### src/rtl/lpr_pkg.sv
// lpr_pkg: shared types, constants and helper functions of the line pixel rasterizer
// holds the microcode table of the walk sequencer and the coordinate saturate/clamp functions
// no dependencies
`timescale 1ns / 1ps
`default_nettype none

package lpr_pkg;

    localparam int GRID_SIZE = 8;
    localparam int COORD_W   = 5;
    localparam int ERR_W     = 7;
    localparam int PIX_W     = 3;

    typedef logic signed [COORD_W-1:0] coord_t;
    typedef logic        [COORD_W-1:0] span_t;
    typedef logic signed [ERR_W-1:0]   err_t;
    typedef logic        [PIX_W-1:0]   pix_t;

    localparam coord_t COORD_LOW = coord_t'(-8);

    // microcode step addresses
    typedef logic [1:0] step_t;
    localparam step_t STEP_IDLE  = 2'd0;
    localparam step_t STEP_SETUP = 2'd1;
    localparam step_t STEP_WALK  = 2'd2;
    localparam step_t STEP_SPARE = 2'd3;

    typedef enum logic [1:0] {
        JC_NONE   = 2'd0,
        JC_ALWAYS = 2'd1,
        JC_AT_END = 2'd2
    } jump_cond_t;

    typedef struct packed {
        logic       wait_in;    // hold until an input word arrives
        logic       load_ends;  // capture start and end points
        logic       setup;      // spans, directions, initial error
        logic       walk;       // emit current point and step, held by output stall
        jump_cond_t jcond;
        step_t      target;
        logic       hold_step;  // stay on this step when no jump is taken
    } ctrl_word_t;

    function automatic ctrl_word_t ucode_rom(input step_t addr);
        ctrl_word_t cw;
        cw = '{wait_in: 1'b0, load_ends: 1'b0, setup: 1'b0, walk: 1'b0,
               jcond: JC_NONE, target: STEP_IDLE, hold_step: 1'b0};
        unique case (addr)
            STEP_IDLE: begin
                cw.wait_in   = 1'b1;
                cw.load_ends = 1'b1;
            end
            STEP_SETUP: begin
                cw.setup = 1'b1;
            end
            STEP_WALK: begin
                cw.walk      = 1'b1;
                cw.jcond     = JC_AT_END;
                cw.target    = STEP_IDLE;
                cw.hold_step = 1'b1;
            end
            default: begin
                cw.jcond  = JC_ALWAYS;
                cw.target = STEP_IDLE;
            end
        endcase
        return cw;
    endfunction

    // raw field below -8 saturates to -8
    function automatic coord_t coord_sat(input logic [COORD_W-1:0] raw);
        coord_t v;
        v = coord_t'(raw);
        if (v < COORD_LOW) begin
            v = COORD_LOW;
        end
        return v;
    endfunction

    // clamp a walk coordinate onto the grid, then fit the output field
    function automatic pix_t grid_clamp(input coord_t v);
        logic signed [COORD_W:0] w;
        logic signed [COORD_W:0] top;
        w   = (COORD_W+1)'(v);
        top = (COORD_W+1)'(GRID_SIZE - 1);
        if (w < 0) begin
            w = '0;
        end
        if (w > top) begin
            w = top;
        end
        return w[PIX_W-1:0];
    endfunction

endpackage

`default_nettype wire

### src/rtl/line_pixel_rasterizer.sv
// line_pixel_rasterizer: walks an error-term line start to end, one pixel a cycle unless stalled
// depends on lpr_pkg (microcode table, coordinate types, saturate and clamp functions)
//
// Usage:
//   s_ channel: one word per line segment; s_tdata holds start_x, start_y, end_x, end_y
//   (5-bit two's complement each). s_tready is high only while the sequencer sits on its
//   idle step, so one segment is processed at a time.
//   m_ channel: one word per visited point, start and end included; m_tdata holds
//   pixel_x and pixel_y clamped onto the grid, m_tlast marks the end point.
//   Timing: after a segment is accepted, the setup step follows, then the walk step loads
//   one pixel per cycle into the output register while that register is free; the first
//   pixel shows on m_tvalid once the walk step has registered it. A line of N points
//   passes through idle, setup and one walk step per point, 24 points at most for the
//   longest line. The single walk microstep emits and advances the point together.
//   Stall: when m_tready is low with a pixel waiting, the walk step holds its point and
//   error term until the output register frees. The last pixel may still wait while the
//   next segment is accepted.
//   Reset: aresetn low returns the sequencer to the idle step and empties the output.
`timescale 1ns / 1ps
`default_nettype none

module line_pixel_rasterizer (
    input  wire logic        aclk,
    input  wire logic        aresetn,
    input  wire logic        s_tvalid,
    output logic             s_tready,
    input  wire logic [23:0] s_tdata,   // start_x[4:0], start_y[9:5], end_x[14:10], end_y[19:15]
    output logic             m_tvalid,
    input  wire logic        m_tready,
    output logic [7:0]       m_tdata,   // pixel_x[2:0], pixel_y[5:3]
    output logic             m_tlast    // last_pixel
);
    import lpr_pkg::*;

    step_t      pc_reg, pc_next;
    ctrl_word_t cw;

    coord_t walk_x_reg, walk_x_next;
    coord_t walk_y_reg, walk_y_next;
    coord_t target_x_reg, target_y_reg;
    span_t  span_x_reg, span_y_reg;
    logic   dir_x_neg_reg, dir_y_neg_reg;
    err_t   err_reg, err_next;

    logic   m_tvalid_reg;
    pix_t   pix_x_reg, pix_y_reg;
    logic   last_reg;

    logic   at_end;
    logic   out_free;
    logic   go;
    logic   jump_taken;
    logic   emit;

    logic signed [COORD_W:0] diff_x, diff_y;
    logic signed [ERR_W:0]   doubled;
    logic signed [ERR_W:0]   sx_ext, sy_ext;
    logic                    step_x, step_y;
    logic signed [ERR_W:0]   err_sum;

    assign cw       = ucode_rom(pc_reg);
    assign at_end   = (walk_x_reg == target_x_reg) && (walk_y_reg == target_y_reg);
    assign out_free = !m_tvalid_reg || m_tready;
    assign s_tready = cw.wait_in;
    assign emit     = cw.walk && out_free;

    always_comb begin
        unique case (cw.wait_in)
            1'b1:    go = s_tvalid;
            default: go = cw.walk ? out_free : 1'b1;
        endcase
    end

    always_comb begin
        case (cw.jcond)
            JC_ALWAYS: jump_taken = 1'b1;
            JC_AT_END: jump_taken = at_end;
            default:   jump_taken = 1'b0;
        endcase
    end

    always_comb begin
        if (!go) begin
            pc_next = pc_reg;
        end else if (jump_taken) begin
            pc_next = cw.target;
        end else if (cw.hold_step) begin
            pc_next = pc_reg;
        end else begin
            pc_next = pc_reg + step_t'(1);
        end
    end

    // datapath: spans and directions
    assign diff_x = (COORD_W+1)'(target_x_reg) - (COORD_W+1)'(walk_x_reg);
    assign diff_y = (COORD_W+1)'(target_y_reg) - (COORD_W+1)'(walk_y_reg);

    // error-term step
    assign doubled = (ERR_W+1)'(err_reg) <<< 1;
    assign sx_ext  = (ERR_W+1)'({1'b0, span_x_reg});
    assign sy_ext  = (ERR_W+1)'({1'b0, span_y_reg});
    assign step_x  = doubled > -sy_ext;
    assign step_y  = doubled < sx_ext;
    assign err_sum = (ERR_W+1)'(err_reg) - (step_x ? sy_ext : '0) + (step_y ? sx_ext : '0);

    always_comb begin
        walk_x_next = walk_x_reg;
        walk_y_next = walk_y_reg;
        err_next    = err_reg;
        if (cw.setup) begin
            err_next = ERR_W'((ERR_W+1)'({1'b0, diff_x < 0 ? span_t'(-diff_x) : span_t'(diff_x)})
                            - (ERR_W+1)'({1'b0, diff_y < 0 ? span_t'(-diff_y)
                                                            : span_t'(diff_y)}));
        end else if (emit && !at_end) begin
            err_next = err_sum[ERR_W-1:0];
            if (step_x) begin
                walk_x_next = dir_x_neg_reg ? walk_x_reg - coord_t'(1)
                                            : walk_x_reg + coord_t'(1);
            end
            if (step_y) begin
                walk_y_next = dir_y_neg_reg ? walk_y_reg - coord_t'(1)
                                            : walk_y_reg + coord_t'(1);
            end
        end
    end

    always_ff @(posedge aclk) begin
        if (!aresetn) begin
            pc_reg       <= STEP_IDLE;
            m_tvalid_reg <= 1'b0;
        end else begin
            pc_reg <= pc_next;
            if (emit) begin
                m_tvalid_reg <= 1'b1;
            end else if (m_tready) begin
                m_tvalid_reg <= 1'b0;
            end
        end
    end

    always_ff @(posedge aclk) begin
        if (cw.load_ends && s_tvalid) begin
            walk_x_reg   <= coord_sat(s_tdata[4:0]);
            walk_y_reg   <= coord_sat(s_tdata[9:5]);
            target_x_reg <= coord_sat(s_tdata[14:10]);
            target_y_reg <= coord_sat(s_tdata[19:15]);
        end else begin
            walk_x_reg <= walk_x_next;
            walk_y_reg <= walk_y_next;
        end
        err_reg <= err_next;
        if (cw.setup) begin
            span_x_reg    <= diff_x < 0 ? span_t'(-diff_x) : span_t'(diff_x);
            span_y_reg    <= diff_y < 0 ? span_t'(-diff_y) : span_t'(diff_y);
            dir_x_neg_reg <= !(diff_x > 0);
            dir_y_neg_reg <= !(diff_y > 0);
        end
        if (emit) begin
            pix_x_reg <= grid_clamp(walk_x_reg);
            pix_y_reg <= grid_clamp(walk_y_reg);
            last_reg  <= at_end;
        end
    end

    assign m_tvalid = m_tvalid_reg;
    assign m_tdata  = {2'b00, pix_y_reg, pix_x_reg};
    assign m_tlast  = last_reg;

    // a segment is accepted only on the idle step and always moves on to setup
    a_accept_to_setup: assert property (@(posedge aclk) disable iff (!aresetn)
        (s_tvalid && s_tready) |=> (pc_reg == STEP_SETUP))
        else $error("accepted segment did not move to setup");

    // emitting the end point returns the sequencer to idle
    a_end_to_idle: assert property (@(posedge aclk) disable iff (!aresetn)
        (emit && at_end) |=> (pc_reg == STEP_IDLE))
        else $error("end point emitted but sequencer not idle");

    // any pixel still waiting during setup belongs to the previous line's end
    a_setup_out: assert property (@(posedge aclk) disable iff (!aresetn)
        (pc_reg == STEP_SETUP) |-> (!m_tvalid_reg || last_reg))
        else $error("non-final pixel pending across line boundary");

    // the walk never moves farther from the end point than the line's span
    a_walk_bound: assert property (@(posedge aclk) disable iff (!aresetn)
        (pc_reg == STEP_WALK) |->
            ((diff_x < 0 ? span_t'(-diff_x) : span_t'(diff_x)) <= span_x_reg) &&
            ((diff_y < 0 ? span_t'(-diff_y) : span_t'(diff_y)) <= span_y_reg))
        else $error("walk left the line's bounding box");

    // the spare microcode step is never reached
    a_no_spare: assert property (@(posedge aclk) disable iff (!aresetn)
        pc_reg != STEP_SPARE)
        else $error("sequencer reached spare step");

endmodule

`default_nettype wire
### config.mk
export PLATFORM = sky130hd
export DESIGN_NAME = line_pixel_rasterizer
export DESIGN_NICKNAME = d
export VERILOG_FILES = /design/src/rtl/lpr_pkg.sv /design/src/rtl/line_pixel_rasterizer.sv
export SDC_FILE = /design/constraint.sdc
export NUM_CORES = 1
export LEC_CHECK = 0
export ABC_CLOCK_PERIOD_IN_PS = 6400
export BUFFER_PORTS_ARGS = -buffer_cell sky130_fd_sc_hd__buf_4
export CAP_MARGIN = 20
export CORE_MARGIN = 3
export CORE_UTILIZATION = 40
export CTS_BUF_LIST = sky130_fd_sc_hd__clkbuf_8
export CTS_CLUSTER_DIAMETER = 120
export DETAILED_ROUTE_END_ITERATION = 12
export GPL_ROUTABILITY_DRIVEN = 0
export SLEW_MARGIN = 0
export SYNTH_ARGS = -nofsm -noshare
export SYNTH_HDL_FRONTEND = slang
export SYNTH_SLANG_ARGS = --single-unit
### constraint.sdc
create_clock -name aclk -period 6.4 [get_ports aclk]
set_input_delay 0.32 -clock aclk [delete_from_list [all_inputs] [get_ports aclk]]
set_output_delay 0.32 -clock aclk [all_outputs]
set_load 0.01 [all_outputs]
==> flow_summary.yaml, run 1 <==
run_status:
  status: "finished, final reports clean"
routing:
  drc: 0
  wire_per_inst_um: 14.3
  drt_first_pass_iters: 4
  via_count: 2668
  via_per_inst: 5.18
  ant_nets: 0
  drt_iter0_markers: 141
  wl_um: 7380
setup_path:
  cp-start-kind: "register"
  cp_max_fo: 5
  r2r_slack_ns: 1.84
  crit_top_cell: "ha_1"
  crit_type: "reg -> reg"
  max_stage_delay_ns: 0.46
  endpoint_kind: "register"
  critical_path.cell_chain: "inv_1, ha_1, nand2_1, xnor2_1, ha_1, nand3_1, or3_1, o221a_2, nor3_2, and2_1, fa_1, inv_1, ha_1, a211oi_1, o21bai_1, a21oi_1, xnor2_1, o21ai_0"
  crit_arrival_ns: 4.59
  r2r_cells: 18
  crit_family: "adder cells"
  worstPathBufferInverterCount: 2
  cp_slowest_cell: "edfxtp_1"
  cp_num_cells: 18
  cp.required_ns: 6.43
clocking:
  cts_setup_buffers: 0
  post_cts_resized: 0
  numCtsBuffers: 5
  clock_sinks: 49
  clk_pin_slew_ns: 0.09
  htree_levels: 2
  ctsHoldBuffers: 0
  clockBufferDepth: 2
  clk_latency_ns: 0.30
  cts_tree: "yes"
  ctsRootBufferMaster: "clkbuf_8"
timing:
  finClkSkew_ns: 0.00549
  rsz0062_at_grt: "no"
  relSlewSlack_pct: 43.7
  fin_setup_tns_ns: 0
  setup_viol: 0
  period_share_pct: 71.3
  whs_ns: 0.208
  fmax_mhz: 219
  slew_viol_final: 0
  hold_viol_final: 0
  min_period_ns: 4.56
  worst_pin_slew_ns: 0.842
hold_path:
  min_path_type: "in -> reg"
  hold_path_depth: 1
power_and_ir_drop:
  power_density_mw_per_mm2: 499
  power_w: 0.00207
  vdd_drop_max_mv: 0.196
  p_leak_nw: 1.84
layout:
  multi_input_area_mm2: 0.00202
  fin_util_pct: 46.8
  final_common_cell: "inv_1"
  fill_cells: 851
  regArea_mm2: 0.00144
  final_nets: 486
  drive_above_1_share_pct: 11.3
  n_antenna_cell: 0
  syn_to_final_growth_pct: 12.2
  finalNonFillerCells: 515
  final_cell_mix: "inv_1, edfxtp_1, ha_1"
  largest_register_ff_count: 7
logic_synthesis:
  synthCells: 373
  syn_area_per_cell_um2: 9.89
  synth-main-ff-cell: "edfxtp_1"
  ys_ff_latch: 49
  async_flop_share_pct: 0
  yosysWarnings: 0
  syn_area_mm2: 0.00369
  synth_edf_count: 46
  yosysSeqAreaShare_pct: 39.1
  synth.distinct_cells: 42
floorplanning:
  die-area_mm2: 0.0104
  initial_utilization_pct: 41.7
  die_h_um: 102
  num_rows: 34
  die_x_um: 102
  coreArea_mm2: 0.00885
  num_io_pins: 39
flow_run:
  maxCapViolCount: 0
global_route:
  grt_use_total_pct: 15.0
  grt_max_degree: 21
  grt_antenna_before_repair: 0
  grt_pass1_vias: 2633
  grt_overflow: 0
  grt_pass1_wl_um: 12200
placed_design:
  io_buffers: 32
  place_inst: 507
  hpwl_um: 5870
## area by class of cell
class	instances	area share [%]
Multi-Input combinational cell	267	48.9
Clock buffer	5	1.66
Clock inverter	3	0.907
Inverter	51	4.63
Tap cell	108	3.26
Timing Repair Buffer	32	5.80
Sequential cell	49	34.8
## cells in the mapped netlist (4+ instances only)
cell      number  area, um^2
a211oi_1       4        30.0
a21o_1         9        67.6
a21oi_1       34         170
and2_1        10        62.6
clkbuf_1       5        18.8
edfxtp_1      46        1380
fa_1          10         200
ha_1          42         526
inv_1         51         191
nand2_1       19        71.3
nand2b_1      13        81.3
nand3_1        4        20.0
nor2_1        18        67.6
nor3_1         6        30.0
o21ai_0       26         130
or2_2          4        25.0
xnor2_1       18         158
xor2_1        14         123
## metal layers
metal	part of all wire (%)	wire, um	global-route usage, %
met4	1.9	139	4.94
met3	2.9	217	2.05
met5	0	0	0
met1	45	3310	19.0
met2	50	3710	26.4
## where the power goes
part | internal, W | switching (W)
registers | 0.000484 | 0.0000557
clock network | 0.000114 | 0.000105
logic | 0.000569 | 0.000738
total | 0.00117 | 0.000900
## per-stage QoR
stage	setup slack [ns]	cell area [um^2]
2_1_floorplan	2.47	3690
3_3_place_gp	1.98	4030
3_5_place_dp	1.90	4030
4_1_cts	1.87	4140
5_1_grt	1.64	4140
6_report	1.84	4140
## logic make-up (layout without fill, tap and decap cells)
| logic type | Yosys count | after routing | share of synthesized area (%) |
|---|---|---|---|
| fa+ha+maj | 52 | 52 | 19.7 |
| mux | 1 | 1 | 0.271 |
| other cells | 1 | 2 | 0.102 |
| compound gates | 91 | 91 | 14.6 |
| buf+inv | 58 | 91 | 6.11 |
| xor+xnor | 32 | 32 | 7.60 |
| simple gates | 89 | 89 | 12.6 |
| flops | 49 | 49 | 39.1 |
## worst register-to-register path: stages (launching register included)
cell and delay (ns):
edfxtp_1 0.46, inv_1 0.11, ha_1 0.20, nand2_1 0.10, xnor2_1 0.14, ha_1 0.28, nand3_1 0.09, or3_1 0.38
o221a_2 0.29, nor3_2 0.35, and2_1 0.21, fa_1 0.41, inv_1 0.07, ha_1 0.28, a211oi_1 0.38, o21bai_1 0.14
a21oi_1 0.19, xnor2_1 0.13, o21ai_0 0.10
## path summary, 6_finish.rpt
kind | start | endpoint
max | span_y_reg[0] | err_reg[6]
min | s_tdata[19] | target_y_reg[4]
max reg2reg | span_y_reg[0] | err_reg[6]
min reg2reg | m_tvalid | m_tvalid
Power figures use the tool's default switching activity.
==> run 2: changes to the inputs <==
- ABC_CLOCK_PERIOD_IN_PS: 6400 -> 4200
- clock period: 6.4 -> 4.2 ns (I/O delays scaled with it)
==> flow_summary.yaml, run 2 (synthesis results as in run 1) <==
run_status:
  status: "finished, final reports clean"
setup_path:
  crit_arrival_ns: 4.10
  rr_endpoint: "err_reg[5]"
  setup.worst_path.start: "span_y_reg[0]"
  worstReg2RegStart: "span_y_reg[0]"
  endpoint: "err_reg[5]"
  r2r_cells: 19
  endpoint_kind: "register"
  r2r_slack_ns: 0.13
  cp_max_fo: 5
  crit_type: "reg -> reg"
  cp.required_ns: 4.23
  cp-start-kind: "register"
layout:
  fill_cells: 823
  final_cell_mix: "inv_1, buf_4, edfxtp_1"
  syn_to_final_growth_pct: 20.1
  n_antenna_cell: 0
  final_nets: 505
  largest_register_ff_count: 7
  finalNonFillerCells: 534
  drive_above_1_share_pct: 20.9
global_route:
  grt_overflow: 0
  grt_pass1_wl_um: 12400
  grt_pass1_vias: 2687
  grt_antenna_before_repair: 0
  grt_use_total_pct: 15.2
  grt_max_degree: 21
timing:
  setup_viol: 0
  worst_pin_slew_ns: 0.777
  fmax_mhz: 246
  fin_setup_tns_ns: 0
  relSlewSlack_pct: 48.0
  layout_setup_ws_ns: 0.130
  hold_viol_final: 0
  slew_viol_final: 0
  whs_ns: 0.0948
  period_share_pct: 96.9
  finClkSkew_ns: 0.00674
  min_period_ns: 4.07
routing:
  ant_nets: 0
  drt_first_pass_iters: 4
  wire_per_inst_um: 14.2
  via_per_inst: 5.05
  drc: 0
  via_count: 2699
  wl_um: 7560
  drt_iter0_markers: 85
power_and_ir_drop:
  clkPwrFrac_pct: 8.2
  vdd_drop_max_mv: 0.348
  power_density_mw_per_mm2: 795
  p_sw_share_pct: 42.7
  internal-power_w: 0.00202
  p_leak_nw: 1.96
  p_comb_share_pct: 68.6
  p_seq_share_pct: 23.2
  p_sw_w: 0.00150
floorplanning:
  die-area_mm2: 0.0104
  die_h_um: 102
  num_rows: 34
  die_x_um: 102
  num_io_pins: 39
  coreArea_mm2: 0.00885
  initial_utilization_pct: 41.7
placed_design:
  io_buffers: 32
  place_inst: 523
  pre_cts_ws_ns: -0.160
  hpwl_um: 5950
clocking:
  clock_sinks: 49
  clockBufferDepth: 2
  htree_levels: 2
  numCtsBuffers: 5
  clk_pin_slew_ns: 0.09
  cts_tree: "yes"
  clk_latency_ns: 0.30
  ctsRootBufferMaster: "clkbuf_8"
hold_path:
  min_path_type: "in -> reg"
flow_run:
  maxCapViolCount: 0
## run 2: cell type report
cell class	instances	area, um^2	area share [%]
Tap cell	108	135	3.05
Sequential cell	49	1440	32.6
Inverter	51	191	4.32
Multi-Input combinational cell	267	2180	49.2
Clock inverter	2	7.51	0.170
Clock buffer	6	82.6	1.86
Timing Repair Buffer	51	390	8.82
## run 2: routing by layer
layer	track usage (%)	part of all wire, %	up-vias
met5	0	0	-
met4	3.03	0.78	0
met2	27.0	51	32
met3	2.05	3.0	5
met1	19.8	45	1266
li1	-	-	1396
## run 2: repair_timing
action                                  CTS  global route
pin swaps                                 6            19
gates cloned                              0             0
gates resized for setup                  14            22
endpoints found under the setup margin    3             3
buffers inserted                          1             3
hold buffers                              0             0
## run 2: worst min-delay path by stage
stage / endpoint / cells past startpoint / startpoint / slack, ns
3_3_place_gp: target_x_reg[4] / 1 / s_tdata[14] / 0.40
4_1_cts: target_x_reg[4] / 1 / s_tdata[14] / 0.09
3_5_place_dp: target_x_reg[4] / 1 / s_tdata[14] / 0.41
6_report: target_y_reg[4] / 1 / s_tdata[19] / 0.09
2_1_floorplan: pc_reg[1] / 1 / aresetn / 0.33
5_1_grt: target_x_reg[4] / 1 / s_tdata[14] / 0.08
## run 2: power by group through the flow
stage / registers, W / clock network (W) / logic (W)
final: 0.000818 / 0.000288 / 0.00242
after global routing: 0.000832 / 0.000311 / 0.00273
after CTS: 0.000820 / 0.000291 / 0.00215
after detailed placement: 0.000831 / 0 / 0.00207
after global placement: 0.000829 / 0 / 0.00203
after floorplan: 0.000803 / 0 / 0.00155
## run 2: metrics by stage
stage | instance area, um^2 | utilization [%] | power, W
after floorplan | 3690 | - | 0.00236
after global placement | 4150 | 46.9 | 0.00286
after detailed placement | 4150 | 46.9 | 0.00290
after CTS | 4300 | 48.6 | 0.00327
after global routing | 4430 | 50.0 | 0.00387
final | 4430 | 50.0 | 0.00352
## run 2: critical path: stages, from the launching register on
cell and delay (ns):
edfxtp_1 0.40, buf_4 0.14, buf_4 0.14, nor3_4 0.19, xor2_1 0.09, ha_1 0.30, nand2_1 0.06, or3_4 0.39
nor3_4 0.23, buf_6 0.13, nor3_4 0.03, and2_1 0.20, fa_1 0.50, inv_1 0.06, ha_4 0.18, a211oi_2 0.26
o21bai_1 0.10, a21oi_1 0.17, xor2_1 0.14, o21ai_0 0.08
